--- src/plst_pkg.sv ---
// ---------------------------------------------------------------------------
// plst_pkg
// Shared constants, codes and types of the positional list store.
// ---------------------------------------------------------------------------
package plst_pkg;

    localparam int CAPACITY = 64;
    localparam int IDX_W    = $clog2(CAPACITY);
    localparam int CNT_W    = $clog2(CAPACITY + 1);
    localparam int POS_W    = 7;
    localparam int CMP_W    = (CNT_W > POS_W) ? CNT_W : POS_W;
    localparam int VAL_W    = 32;
    localparam int SUM_W    = 38;
    localparam int REQ_W    = 2;
    localparam int ST_W     = 2;

    localparam logic [REQ_W-1:0] REQ_HEAD = 2'd0;
    localparam logic [REQ_W-1:0] REQ_TAIL = 2'd1;
    localparam logic [REQ_W-1:0] REQ_POS  = 2'd2;
    localparam logic [REQ_W-1:0] REQ_DEL  = 2'd3;

    localparam logic [ST_W-1:0] ST_DONE  = 2'd0;
    localparam logic [ST_W-1:0] ST_BOUND = 2'd1;
    localparam logic [ST_W-1:0] ST_FULL  = 2'd2;

    typedef struct packed {
        logic             ins;
        logic             del;
        logic [IDX_W-1:0] idx;
        logic [VAL_W-1:0] value;
    } t_cell_ctl;

endpackage

--- src/plst_cell.sv ---
// ---------------------------------------------------------------------------
// plst_cell
// One entry of the list; shifts toward the tail on insert and toward the
// head on delete, and presents its value when it is the addressed entry.
// ---------------------------------------------------------------------------
module plst_cell (
    input  logic                               i_clk,
    input  plst_pkg::t_cell_ctl                i_ctl,
    input  logic [plst_pkg::IDX_W-1:0]         i_index,
    input  logic [plst_pkg::VAL_W-1:0]         i_left,
    input  logic [plst_pkg::VAL_W-1:0]         i_right,
    output logic [plst_pkg::VAL_W-1:0]         o_value,
    output logic [plst_pkg::VAL_W-1:0]         o_tap
);
    import plst_pkg::*;

    logic [VAL_W-1:0] r_val;
    logic [VAL_W-1:0] n_val;
    logic             w_here;
    logic             w_above;

    assign w_here  = (i_index == i_ctl.idx);
    assign w_above = (i_index > i_ctl.idx);

    always_comb begin
        n_val = r_val;
        if (i_ctl.ins) begin
            if (w_above) begin
                n_val = i_left;
            end else if (w_here) begin
                n_val = i_ctl.value;
            end
        end else if (i_ctl.del) begin
            if (w_above || w_here) begin
                n_val = i_right;
            end
        end
    end

    always_ff @(posedge i_clk) begin
        r_val <= n_val;
    end

    assign o_value = r_val;
    assign o_tap   = r_val & {VAL_W{w_here}};

endmodule

--- config.mk ---
export PLATFORM = sky130hd
export DESIGN_NAME = plst_cell
export DESIGN_NICKNAME = d
export VERILOG_FILES = /design/src/plst_pkg.sv /design/src/plst_cell.sv
export SDC_FILE = /design/constraint.sdc
export NUM_CORES = 1
export LEC_CHECK = 0
export BUFFER_PORTS_ARGS = -buffer_cell sky130_fd_sc_hd__buf_2
export CORE_UTILIZATION = 39
export CTS_CLUSTER_DIAMETER = 50
export DETAILED_ROUTE_END_ITERATION = 10
export GPL_TIMING_DRIVEN = 0
export PLACE_DENSITY = 0.78
export SYNTH_ARGS = -nofsm -noshare
export SYNTH_HDL_FRONTEND = slang
export SYNTH_SLANG_ARGS = --single-unit
--- constraint.sdc ---
create_clock -name i_clk -period 2.4 [get_ports i_clk]
set_input_delay 0.24 -clock i_clk [delete_from_list [all_inputs] [get_ports i_clk]]
set_output_delay 0.24 -clock i_clk [all_outputs]
set_load 0.03 [all_outputs]
==> results of run 1 <==
final cells by class:
class / instances / area (um^2)
repair buffers: 173 / 866
multi-input cells: 239 / 1550
plain buffers: 37 / 188
fillers: 665 / 2990
clock inverters: 2 / 7.51
clock buffers: 5 / 68.8
flip-flops and latches: 32 / 961
well taps: 80 / 100
inverters: 6 / 22.5
power groups by stage:
stage	Combinational, mW	Clock (mW)	Sequential [mW]
6_report	0.714	0.386	0.779
5_1_grt	0.763	0.413	0.792
4_1_cts	0.709	0.388	0.780
3_5_place_dp	0.707	0	0.790
3_3_place_gp	0.695	0	0.785
2_1_floorplan	0.259	0	0.976
cells in the mapped netlist, drive strengths merged, types with 2 or more instances:
cell type | instances | area share
a311o | 32 | 0.12
a31oi | 32 | 0.074
and2 | 32 | 0.074
buf | 12 | 0.034
clkbuf | 25 | 0.035
edfxtp | 32 | 0.35
ha | 6 | 0.028
inv | 6 | 0.0083
nand2 | 64 | 0.088
nand3 | 2 | 0.0037
nor2b | 33 | 0.076
o211ai | 32 | 0.088
path summary, 6_finish.rpt:
check	slack [ns]	depth (start not counted)	to
worst max-delay path	0.23	10	o_tap[13]
worst min-delay path	0.31	3	o_value[16]
stage by stage:
step	power (mW)	setup TNS (ns)	cells	hold WS (ns)	instance area [um^2]
global route	1.97	0	574	0.315	3770
global placement	1.48	-7.67	567	0.591	3680
finish	1.88	0	574	0.310	3770
floorplan	1.24	0	314	0.486	2720
detailed placement	1.50	-8.13	567	0.599	3680
CTS	1.88	0	574	0.308	3760
kinds of logic after synthesis:
family | share of synthesized area
AND/OR/NAND/NOR | 0.250
AO/OA/AOI/OAI | 0.291
buffers and inverters | 0.0774
flip-flops | 0.354
adder cells (fa/ha/maj) | 0.0276
per-layer routing:
layer  GRT usage  up-vias  wire [um]
met4      0.0667        0        110
li1            -     1535          -
met5           0        -          0
met1       0.288     1494       3780
met3      0.0321       13        656
met2       0.441      185       4520
cells in the final DEF, fill, tap and decap left out, types with 6 or more instances in the layout:
cell,synthesis,final
a311o_1,32,32
nand2_1,64,64
nor2b_1,33,33
buf_2,7,180
ha_1,6,6
clkbuf_1,23,23
edfxtp_1,32,32
a31oi_1,32,32
o211ai_1,32,32
inv_1,6,6
and2_1,32,32
critical path: stages:
cell and delay [ns]:
buf_2 0.08, inv_1 0.03, ha_1 0.30, and4_4 0.23, and3_4 0.18, buf_6 0.13
buf_6 0.14, clkbuf_2 0.22, and2_1 0.18, buf_2 0.20
==> flow_metrics.py, run 1 <==
metrics = {
    "status": {
        "status": "finished clean",
    },
    "worst_setup_path": {
        "required_ns": 2.16,
        "cp_max_fo": 10,
        "startpoint": "i_ctl[37]",
        "crit_type": "input pin to output pin",
        "start_kind": "input pin",
        "cp.arrival_ns": 1.93,
        "end_kind": "output pin",
    },
    "yosys": {
        "synth_edf_count": 32,
        "yosysUniqueCellTypes": 20,
        "synth.ff_latch_count": 32,
        "syn_avg_cell_area_um2": 8.65,
        "yosys_most_used_dff": "edfxtp_1",
        "netlist_instances": 314,
        "synth_area_mm2": 0.00272,
        "ys_async_sr_fraction": 0,
        "syn_nets": 431,
        "yosysSeqAreaShare": 0.354,
        "yosysWarnings": 0,
    },
    "die": {
        "rows": 30,
        "pin_count": 175,
        "core_region_area_mm2": 0.00676,
        "die_x_um": 85.5,
        "start_util": 0.402,
        "die-area_mm2": 0.00730,
        "die_h_um": 85.5,
    },
    "clock_tree": {
        "numCtsBuffers": 5,
        "cts_tree": "built",
        "cts.htree.levels": 2,
        "cts_resized": 0,
        "clockRootBuffer": "clkbuf_8",
        "post_cts_buffers": 0,
        "hold_buffers": 0,
        "clockBufferDepth": 2,
        "clk_pin_slew_worst_paths_ns": 0.07,
        "cts_sinks": 32,
    },
    "route": {
        "drt_iter0_markers": 154,
        "routed_wl_um": 9070,
        "ant_nets": 0,
        "vias_per_cell": 5.62,
        "drc": 0,
        "vias": 3227,
        "post_drt_wl_per_cell_um": 15.8,
        "dr.pass1.iters": 5,
    },
    "global_routing": {
        "antenna_found_initial": 0,
        "track_usage": 0.238,
        "grt_pass1_wl_um": 13800,
        "grt_max_degree": 33,
        "grt_remaining_overflow": 0,
        "grt_pass1_vias": 2912,
    },
    "place": {
        "place.port_buffers": 173,
        "gp_congestion": 0.799,
        "dp_slack_ns": -0.256,
        "dp_hpwl_um": 6730,
    },
    "power": {
        "swShare": 0.374,
        "powerDensity_mw_per_mm2": 499,
        "pwr-share-comb": 0.380,
        "power_switching_mw": 0.703,
        "p_int_mw": 1.18,
        "power.leakage_nw": 1.71,
        "p_clk_frac": 0.205,
        "p_seq_frac": 0.415,
        "vdd_drop_max_uv": 245,
    },
    "timing": {
        "slew-limit-headroom": 0.647,
        "fin_crit_ns": 2.17,
        "slew_viol_final": 0,
        "max_freq_mhz": 460,
        "finalSetupViolCount": 0,
        "timing.final.ws_setup_ns": 0.226,
        "rsz0062_at_grt": "false",
        "timing.final.crit_share": 0.906,
        "finalHoldViolations": 0,
        "tightest_slew_ns": 0.529,
    },
    "finish": {
        "antenna_cells": 0,
        "fin_util": 0.558,
        "drive_above_1_share": 0.397,
        "area_growth_pct": 38.7,
        "largest_reg_flops": 32,
        "layout.nets": 611,
    },
    "job": {
        "cap_violations": 0,
    },
    "hold_path": {
        "hold_path.class": "input pin to flop",
        "min_from": "i_ctl[16]",
    },
}
Power figures use the tool's default switching activity.
==> inputs of run 2 (changes only) <==
REMOVE_ABC_BUFFERS = 1   (was default)
==> flow_metrics.py, run 2 (synthesis gave the netlist of run 1 again) <==
metrics = {
    "route": {
        "drt_iter0_markers": 189,
        "vias": 3093,
        "ant_nets": 0,
        "vias_per_cell": 5.65,
        "dr.pass1.iters": 4,
        "post_drt_wl_per_cell_um": 16.2,
        "drc": 0,
        "routed_wl_um": 8870,
    },
    "job": {
        "cap_violations": 0,
    },
    "worst_setup_path": {
        "cp_max_fo": 48,
        "start_kind": "input pin",
        "crit_path_cell_trace": "buf_2, inv_1, ha_2, and4_4, and3_2, a311o_1, o211ai_1",
        "critPathMaxStageDelay_ns": 0.85,
        "cp.arrival_ns": 2.26,
        "crit_type": "input pin to flop",
        "required_ns": 2.42,
        "end_kind": "flop",
        "slowest_stage": "and3_2",
    },
    "timing": {
        "slew_viol_final": 0,
        "timing.final.ws_setup_ns": 0.159,
        "finalHoldViolations": 0,
        "finalSetupViolCount": 0,
        "tightest_slew_ns": 1.03,
        "slew-limit-headroom": 0.311,
        "rsz0062_at_grt": "false",
        "whs_ns": 0.304,
        "fin_tns_setup_ns": 0,
        "max_freq_mhz": 446,
        "timing.final.crit_share": 0.934,
        "fin_crit_ns": 2.24,
    },
    "global_routing": {
        "grt_max_degree": 78,
        "track_usage": 0.239,
        "grt_pass1_vias": 2806,
        "grt_remaining_overflow": 0,
        "grt_pass1_wl_um": 13500,
        "antenna_found_initial": 0,
    },
    "finish": {
        "antenna_cells": 0,
        "drive_above_1_share": 0.418,
        "stdcell_count": 547,
        "largest_reg_flops": 32,
        "layout_common_cells": "buf_2, nand2_1, nor2b_1",
        "finalInstanceArea_mm2": 0.00372,
        "fin_util": 0.551,
        "final_common_cell": "buf_2",
        "layout.nets": 583,
        "area_growth_pct": 37.0,
    },
    "place": {
        "gp_congestion": 0.760,
        "place_area_mm2": 0.00354,
        "dp_slack_ns": -2.18,
        "dp.cells": 532,
        "place.port_buffers": 174,
        "dp_hpwl_um": 4910,
    },
    "power": {
        "p_int_mw": 1.19,
        "pwr-share-comb": 0.379,
        "p_clk_frac": 0.213,
        "swShare": 0.378,
        "power.leakage_nw": 1.66,
        "p_seq_frac": 0.408,
        "power_switching_mw": 0.721,
        "p_total_mw": 1.91,
        "vdd_drop_max_uv": 228,
        "powerDensity_mw_per_mm2": 513,
    },
    "die": {
        "start_util": 0.402,
        "die_x_um": 85.5,
        "rows": 30,
        "pin_count": 175,
        "core_region_area_mm2": 0.00676,
        "die-area_mm2": 0.00730,
        "die_h_um": 85.5,
    },
    "clock_tree": {
        "cts_sinks": 32,
        "cts_tree": "built",
        "clockRootBuffer": "clkbuf_8",
        "clk_pin_slew_worst_paths_ns": 0.07,
        "clockBufferDepth": 2,
        "numCtsBuffers": 5,
        "cts.htree.levels": 2,
    },
    "hold_path": {
        "hold_path.class": "input pin to flop",
    },
    "status": {
        "status": "finished clean",
    },
}
[run 2: metal layers]
| metal | wire length, um | vias to the layer above | track usage |
|---|---|---|---|
| met1 | 3560 | 1435 | 0.282 |
| met2 | 4470 | 149 | 0.428 |
| met3 | 661 | 14 | 0.0535 |
| li1 | - | 1495 | - |
| met4 | 174 | 0 | 0.0818 |
| met5 | 0 | - | 0 |
[run 2: area by class of cell]
type | count | area [um^2]
Clock inverter | 1 | 3.75
Timing Repair Buffer | 178 | 923
Fill cell | 665 | 3030
Multi-Input combinational cell | 243 | 1640
Sequential cell | 32 | 961
Tap cell | 80 | 100
Inverter | 6 | 22.5
Clock buffer | 7 | 76.3
[run 2: final timing paths]
kind              startpoint           to  slack (ns)  cells past startpoint
setup / recovery   i_ctl[37]  o_value[21]        0.16                      7
hold / removal      i_ctl[2]   o_value[2]        0.30                      3
[run 2: power groups by stage]
stage	registers [mW]	clock network [mW]	logic [mW]
final	0.779	0.407	0.725
after global routing	0.787	0.436	0.778
after CTS	0.780	0.416	0.725
after detailed placement	0.791	0	0.682
after global placement	0.788	0	0.666
after floorplan	0.977	0	0.219
[run 2: worst max-delay path, delay by kind of cell]
family | cells | cell delay (ns)
fa+ha+maj | 1 | 0.42
compound gates | 2 | 0.30
simple gates | 2 | 1.16
buf+inv | 2 | 0.13
[run 2: what timing repair did]
item | CTS | global route
cloned | 4 | 0
resized for setup | 6 | 1
hold buffers | 0 | 0
setup endpoints to repair | 96 | 3
buffers inserted | 3 | 0
endpoints found under the hold margin | 0 | 0
pin swaps | 4 | 0
==> inputs of run 3 (changes only) <==
CORE_UTILIZATION = 43   (was 39)
PLACE_DENSITY = 0.92   (was 0.78)
clock period = 2.1 ns   (was 2.4 ns; I/O delays follow)
==> flow_metrics.py, run 3 (synthesis gave the netlist of run 1 again) <==
metrics = {
    "global_routing": {
        "grt_max_degree": 70,
        "grt_pass1_wl_um": 13100,
        "track_usage": 0.268,
        "grt_pass1_vias": 2660,
        "antenna_found_initial": 0,
        "grt_remaining_overflow": 0,
    },
    "clock_tree": {
        "clockRootBuffer": "clkbuf_8",
        "numCtsBuffers": 5,
        "clk_pin_slew_worst_paths_ns": 0.06,
        "clockBufferDepth": 2,
        "cts_tree": "built",
        "cts.htree.levels": 2,
        "cts_sinks": 32,
    },
    "timing": {
        "slew-limit-headroom": 0.369,
        "finalSetupViolCount": 0,
        "max_freq_mhz": 488,
        "rsz0062_at_grt": "true",
        "tightest_slew_ns": 0.946,
        "finalHoldViolations": 0,
        "fin_crit_ns": 2.05,
        "timing.final.crit_share": 0.976,
        "slew_viol_final": 0,
        "fin_tns_setup_ns": 0,
        "timing.final.ws_setup_ns": 0.0513,
    },
    "place": {
        "place_area_mm2": 0.00353,
        "dp_hpwl_um": 5050,
        "dp.cells": 527,
        "gp_congestion": 0.767,
        "dp_slack_ns": -2.71,
        "place.port_buffers": 174,
    },
    "worst_setup_path": {
        "slowest_stage": "nor2b_1",
        "critPathMaxStageDelay_ns": 0.46,
        "startpoint": "i_ctl[33]",
        "crit_path_cell_trace": "buf_2, inv_1, ha_1, nor2b_1, o21ai_4, nand3_4, o22a_4",
        "crit_family": "simple AND/OR/NAND/NOR gates",
        "end_kind": "flop",
        "crit_type": "input pin to flop",
        "cp_max_fo": 18,
        "crit_path_end": "o_value[31]",
        "cp.arrival_ns": 2.01,
        "crit_cells": 7,
        "path_buf_inv": 2,
        "required_ns": 2.06,
        "start_kind": "input pin",
    },
    "finish": {
        "finalInstanceArea_mm2": 0.00374,
        "stdcell_count": 542,
        "area_growth_pct": 37.7,
        "seq_area_um2": 961,
        "drive_above_1_share": 0.420,
        "layout_common_cells": "buf_2, nand2_1, nor2b_1",
        "largest_reg_flops": 32,
        "layout.nets": 584,
        "final_common_cell": "buf_2",
        "nFillCells": 513,
        "multi_input_area_mm2": 0.00168,
        "antenna_cells": 0,
    },
    "die": {
        "die_x_um": 81.5,
        "rows": 28,
        "start_util": 0.453,
        "core_region_area_mm2": 0.00599,
        "die-area_mm2": 0.00664,
        "pin_count": 175,
        "die_h_um": 81.5,
    },
    "route": {
        "drc": 0,
        "routed_wl_um": 9170,
        "drt_iter0_markers": 163,
        "dr.pass1.iters": 5,
        "post_drt_wl_per_cell_um": 16.9,
        "vias": 3127,
        "vias_per_cell": 5.77,
        "ant_nets": 0,
    },
    "power": {
        "p_total_mw": 2.18,
        "vdd_drop_max_uv": 380,
        "power.leakage_nw": 1.66,
        "powerDensity_mw_per_mm2": 582,
    },
    "status": {
        "status": "finished clean",
    },
    "hold_path": {
        "hold_depth": 3,
        "hold_path.class": "input pin to flop",
    },
    "job": {
        "cap_violations": 0,
    },
}
==> run 3: cell types whose count changed in the layout (fill, tap and decap cells not counted) <==
cell      change
clkinv_1      +1
ha_2          -1
and3_2        -1
clkbuf_1      -2
buf_4         -1
buf_16        -1
buf_12        +1
o22a_4        +1
and3_4        +2
ha_4          +1
==> run 3: where the power goes <==
part	leakage (nW)	switching (mW)	internal, mW	total (mW)
clock network	0.0391	0.221	0.218	0.439
logic	1.33	0.553	0.291	0.845
registers	0.299	0.0489	0.843	0.892
==> run 3: area by class of cell <==
class                   count  share of cell area
inverters                   6             0.00602
repair buffers            177               0.243
flip-flops and latches     32               0.257
clock inverters             2             0.00201
clock buffers               5              0.0184
well taps                  75              0.0251
multi-input cells         245               0.449
==> run 3: worst min path at each step <==
stage / startpoint / end / slack, ns
2_1_floorplan: i_ctl[39] / o_value[0] / 0.45
4_1_cts: i_ctl[0] / o_value[0] / 0.28
3_3_place_gp: i_ctl[26] / o_value[26] / 0.56
5_1_grt: i_ctl[5] / o_value[5] / 0.29
6_report: i_ctl[20] / o_value[20] / 0.28
3_5_place_dp: i_ctl[20] / o_value[20] / 0.57
==> run 3: metal layers <==
metal / global-route usage / share of wire
met2: 0.484 / 0.51
met1: 0.302 / 0.37
met4: 0.109 / 0.025
met5: 0 / 0
met3: 0.0600 / 0.092
==> run 3: through the flow <==
step | hold slack (ns) | utilization
floorplan | 0.449 | -
finish | 0.280 | 0.624
CTS | 0.276 | 0.621
global placement | 0.556 | 0.583
detailed placement | 0.568 | 0.589
global route | 0.288 | 0.624
==> run 3: repair_timing <==
action                     4_1_cts  5_1_grt
setup buffers                    2        0
hold buffers                     0        0
pin swaps                        5        1
cloned                           6        0
hold endpoints to repair         0        0
gates resized for setup         10        2
setup endpoints to repair       96       25
